## config.mk

```make
export PLATFORM = sky130hd
export DESIGN_NAME = vpt_queue
export DESIGN_NICKNAME = d
export VERILOG_FILES = /design/src/sv/vpt_pkg.sv /design/src/sv/vpt_queue.sv
export SDC_FILE = /design/constraint.sdc
export NUM_CORES = 1
export LEC_CHECK = 0
export BUFFER_PORTS_ARGS = -buffer_cell sky130_fd_sc_hd__buf_2
export CORE_MARGIN = 2
export CORE_UTILIZATION = 52
export CTS_CLUSTER_DIAMETER = 80
export CTS_CLUSTER_SIZE = 30
export DETAILED_ROUTE_END_ITERATION = 16
export PLACE_DENSITY = 0.79
export SLEW_MARGIN = 20
export SYNTH_ARGS = -nofsm -noshare
export SYNTH_HDL_FRONTEND = slang
export SYNTH_SLANG_ARGS = --single-unit
```

## constraint.sdc

```tcl
create_clock -name clk -period 7.7 [get_ports clk]
set_clock_uncertainty 0.05 [all_clocks]
set_input_delay 0.385 -clock clk [delete_from_list [all_inputs] [get_ports clk]]
set_output_delay 0.385 -clock clk [all_outputs]
set_load 0.05 [all_outputs]
```

## src/sv/vpt_pkg.sv

```systemverilog
// Shared types and constants for the vertex projection transform.
// Used by every module of the block; depends on nothing.
package vpt_pkg;

    localparam int FRAC_BITS = 16;
    localparam int NUM_REGS  = 8;
    localparam int REG_W     = 64;
    localparam int IDX_W     = 3;
    localparam int SUM_W     = 66;
    localparam int MAG_W     = 64;
    localparam int REM_W     = 96;
    localparam int QBITS     = 32;

    localparam logic OP_AFFINE = 1'b0;
    localparam logic OP_PROJ   = 1'b1;

    localparam logic [1:0] ST_OK    = 2'd0;
    localparam logic [1:0] ST_SAT   = 2'd1;
    localparam logic [1:0] ST_WZERO = 2'd2;

    typedef struct packed {
        logic               op;
        logic signed [31:0] in_x;
        logic signed [31:0] in_y;
        logic signed [31:0] in_z;
    } in_t;

    typedef struct packed {
        logic signed [31:0] out_x;
        logic signed [31:0] out_y;
        logic signed [31:0] out_z;
        logic [1:0]         status;
    } out_t;

    // Exact row sums, rows 0..2 affine, row 3 gives w.
    typedef struct packed {
        logic                  op;
        logic [3:0][SUM_W-1:0] sum;
    } qent_t;

endpackage

```

## src/sv/vpt_queue.sv

```systemverilog
// Short queue of row sums between front and back end.
// Depends on vpt_pkg for the entry type.
module vpt_queue (
    input  logic           clk,
    input  logic           rst_n,
    input  logic           wr_valid,
    output logic           wr_ready,
    input  vpt_pkg::qent_t wr_data,
    output logic           rd_valid,
    input  logic           rd_ready,
    output vpt_pkg::qent_t rd_data
);

    localparam int DEPTH = 4;
    localparam int PTR_W = 2;

    vpt_pkg::qent_t   mem_reg [DEPTH];
    logic [PTR_W-1:0] wr_ptr_reg;
    logic [PTR_W-1:0] rd_ptr_reg;
    logic [PTR_W:0]   count_reg;
    logic             push;
    logic             pop;

    assign wr_ready = count_reg != (PTR_W + 1)'(DEPTH);
    assign rd_valid = count_reg != '0;
    assign push     = wr_valid && wr_ready;
    assign pop      = rd_valid && rd_ready;
    assign rd_data  = mem_reg[rd_ptr_reg];

    always_ff @(posedge clk)
    begin
        if (push)
        begin
            mem_reg[wr_ptr_reg] <= wr_data;
        end
    end

    always_ff @(posedge clk or negedge rst_n)
    begin
        if (!rst_n)
        begin
            wr_ptr_reg <= '0;
            rd_ptr_reg <= '0;
            count_reg  <= '0;
        end
        else
        begin
            if (push)
            begin
                wr_ptr_reg <= wr_ptr_reg + 1'b1;
            end
            if (pop)
            begin
                rd_ptr_reg <= rd_ptr_reg + 1'b1;
            end
            if (push && !pop)
            begin
                count_reg <= count_reg + 1'b1;
            end
            else if (pop && !push)
            begin
                count_reg <= count_reg - 1'b1;
            end
        end
    end

endmodule

```

## After elaboration in Yosys (flattened, before gate mapping)

Memories as Yosys holds them, arrays and structs flattened.
Cells that the tools add are included.
W data, S select, Z words.

- Register bits after elaboration: 7
- Latch bits: 0
- RAM bits: 1060
- Bits in read-only memories: 0
- Input port bits: 269
- Logic and storage cells: 21
- Memories: 1

Memory list:

| memory | words | width | read ports | clocked after Yosys merged registers in | wr ports | line | text |
|---|---|---|---|---|---|---|---|
| mem_reg | 4 | 265 | 1 | 0 | 1 | vpt_queue.sv:17 | `vpt_pkg::qent_t mem_reg [DEPTH];` |

- Add/sub/neg operators: 4
- Multiply operators: 0
- Div/mod/pow operators: 0
- Order comparisons: 0
- Equal/unequal tests: 1
- Shift-type cells: 0
- Mux-type cells: 4
- Bitwise gates (word level): 0
- Reduce and logical (&&, ||, !) cells: 8

Operators with widths:

| cell | number |
|---|---|
| $mux W3 | 2 |
| $add A2 B1 Y2 const B | 2 |
| $logic_and A1 B1 Y1 | 4 |
| $add A3 B1 Y3 const B | 1 |
| $ne A3 B3 Y1 const B | 1 |
| $reduce_bool A3 Y1 | 1 |
| $sub A3 B1 Y3 const B | 1 |
| $logic_not A1 Y1 | 2 |
| $mux W1 | 2 |
| $reduce_bool A2 Y1 | 1 |

## Logic depth before layout (Yosys ltp)

- Depth in word-level cells: 6
- Depth in mapped cells: 8
- Gate-level depth less buffers: 8

## Least setup slack after synthesis

Ideal clock, no wire load.

- Path type: register to register
- From: reg count_reg[0]
- To: mem mem_reg[2][0] (netlist name), enable pin
- Setup time: 0.660 ns
- Arrival time: 6.791 ns
- Data required time: 6.990 ns
- Path slack: 0.199 ns
- Stages on the path, launching flop included: 4
- Period minus slack after synthesis: 7.501 ns
- Path through: dfrtp_1 > nor2_1 > a21boi_2 > and2_1

- Word-level cells in the longest chain between the ends: 4

RTL lines:

| item | line | text |
|---|---|---|
| from (decl) | vpt_queue.sv:20 | `logic [PTR_W:0] count_reg;` |
| from (signal assigned) | vpt_queue.sv:58 | `count_reg <= count_reg + 1'b1;` |
| from (signal assigned) | vpt_queue.sv:62 | `count_reg <= count_reg - 1'b1;` |
| $ne A3 B3 Y1 | vpt_queue.sv:24 | `assign wr_ready = count_reg != (PTR_W + 1)'(DEPTH);` |
| $logic_and A1 B1 Y1 | vpt_queue.sv:26 | `assign push = wr_valid && wr_ready;` |
| via push | vpt_queue.sv:21 | `logic push;` |
| $mux W1 | vpt_queue.sv:32 | `if (push)` |
| $mux W1 (not written as such) | vpt_queue.sv:34 | `mem_reg[wr_ptr_reg] <= wr_data;` |
| to (decl) | vpt_queue.sv:17 |  |

The timed path passes the listed nets, and every way through them passes these cells.

==> impl_metrics.ini <==
[outcome]
status = complete, no violations

[timing]
setup-tns-final_ps = 0
setup_viol = 0
hold_violations = 0
worst_pin_slew_ps = 1170
finalCritPeriodShare_pct = 51.0
clock.fmax_ghz = 0.255
rsz0062_at_grt = false
worst_slack_ps = 3780
final_max_slew_viol_count = 0
slew_headroom_pct = 22.1
finalWorstPathRequiredPeriod_ps = 3920

[yosys]
synthArstFlopShare_pct = 0.656
ys_types = 21
synth_edf_count = 1060
yosys_warnings = 0
syn_area_per_cell_um2 = 27.6
ys_seq_area_share_pct = 81.8
netlist_top_cells_area = edfxtp_1 (81%), mux4_2 (8.5%), mux4_1 (7.9%), buf_6 (0.69%), dfrtp_1 (0.45%)
yosys.area.top_type_share_pct = 81.4
synth_area_um2 = 39100
synthCells = 1420
synth_fp_nets = 1695
synth.largest_area_cell = edfxtp_1
ys_ff_latch = 1067
ys.flop_type = edfxtp_1

[worst_hold_path]
hold_path.class = primary input to asynchronous set/reset pin

[route]
met3_wirelength_mm = 6.19
wl_per_cell_um = 25.1
route.detailed.drc = 0
route.met2.wl_mm = 42.2
ant_nets = 0
vias = 18200
top_layer_used = met5
drt-vias-per-instance = 5.67
drt-total-wl_mm = 80.7
initialDrtViolationCount = 1480
wl_met1_mm = 29.8
first_pass_iters = 8

[setup_path]
required_ps = 7260
endpoint_kind = primary output
crit_type = flop to primary output
critical_path_arrival_ps = 3490
critPathBufInv = 3
slowest_stage = mux4_1
cp_slowest_stage_delay_ps = 730
path_cells = buf_16 -> buf_12 -> mux4_1 -> buf_2
cp_max_fo = 116
critPathTopFamily = buffers and inverters
critPathLaunchType = flop

[run]
max_cap_viol_count = 0

[grt]
grt_max_degree = 141
grt_pass1_vias = 19400
antenna_found_initial = 14
overflow = 0
grt_pass1_wl_mm = 120
track_usage_pct = 20.5

[cells_and_area]
drive_gt1_share_pct = 33.9
area_delta_synth_final_pct = 19.5
design_area_um2 = 46700
largest_register_ffs = 1060
nNetsFinal = 2497
final_cell_mix = edfxtp_1 (1060), buf_2 (535), dlygate4sd3_1 (267), mux4_2 (147), mux4_1 (118)
layout_commonest_cell = edfxtp_1

[clock_network]
clk_pin_slew_ps = 110
clockBufferDepth = 3
cts_root_buf = clkbuf_16
cts_max_level = 2
clock_latency_ps = 590
ctsResizeCount = 0
cts_tree = built
clock-sinks = 1067
post-cts-setup-buffer-count = 0
numCtsBuffers = 43

[placement]
place_congestion = 0.755
dpl-instance-area_um2 = 42700
hpwl_mm = 46.0
numPortBuffers = 535
pre_cts_slack_ps = 4230

[die]
coreArea_um2 = 74400
die_h_um = 278
die_area_um2 = 77500
die_w_um = 278
ios = 536
start_util_pct = 52.6
rows = 100

[power_and_ir_drop]
leakage_nw = 16.0
max-vdd-ir-drop_uv = 319
p_per_area_nw_per_um2 = 401
## power breakdown
part	internal (mW)	switching [mW]	leakage [nW]	total, mW
Combinational	2.28	5.69	5.62	7.96
Sequential	7.67	0.356	9.79	8.03
Clock	1.14	1.63	0.615	2.76
## stage by stage
step	total power, mW	utilization, %	cells	hold slack [ps]
after floorplan	14.5	-	1420	39.4
after global placement	15.9	57.4	2878	176
after detailed placement	16.0	57.4	2878	185
after CTS	18.8	62.7	3208	95.3
after global routing	19.4	62.8	3216	108
final	18.8	62.8	3217	142
## cell families after synthesis
group	count (synthesis)	share of synthesized area, %
AO/OA/AOI/OAI	1	0.0288
XOR/XNOR	6	0.134
adder cells (fa/ha/maj)	6	0.211
buffers and inverters	63	1.25
flip-flops	1067	81.8
multiplexers	267	16.4
AND/OR/NAND/NOR	10	0.131
## area by class of cell
class	instances	area (µm²)
clock buffers	53	1170
multi-input cells	290	6640
fillers	4767	27700
clock inverters	10	110
flip-flops and latches	1067	32000
diodes	8	20.0
well taps	969	1210
inverters	3	11.3
repair buffers	817	5570
## what timing repair did
action                                  4_1_cts  5_1_grt
endpoints found under the hold margin      1069        0
hold buffers                                267        0
endpoints found under the setup margin        0        0
## cell usage after synthesis (2+ instances only)
master    count
edfxtp_1   1060
inv_1         3
mux4_2      147
buf_8         3
clkbuf_1      4
nand2_1       2
nor2_1        2
buf_6        24
dfrtp_1       7
ha_1          5
mux2_2        2
and2_1        4
mux4_1      118
buf_2        28
xor2_1        2
xnor2_1       4
## path summary, 6_finish.rpt
path / from / endpoint / slack, ps / cells after the start
min in group clk: wr_valid / wr_ptr_reg[0]$_DFFE_PN0P_ / 210 / 3
max in group asynchronous: rst_n / rd_ptr_reg[0]$_DFFE_PN0P_ / 7260 / 2
worst max register to register: count_reg[0]$_DFFE_PN0P_ / mem_reg[3][226]$_DFFE_PP_ / 4520 / 4
worst min register to register: count_reg[2]$_DFFE_PN0P_ / count_reg[2]$_DFFE_PN0P_ / 500 / 1
worst min-delay path: rst_n / rd_ptr_reg[1]$_DFFE_PN0P_ / 140 / 2
worst max-delay path: rd_ptr_reg[0]$_DFFE_PN0P_ / rd_data[218] / 3780 / 4
## metal layers
layer	up-vias	GRT usage (%)
met1	9585	25.1
li1	7845	-
met5	-	0
met4	12	6.15
met2	671	35.9
met3	129	5.41
No activity file was read; power rests on OpenSTA's default activity.
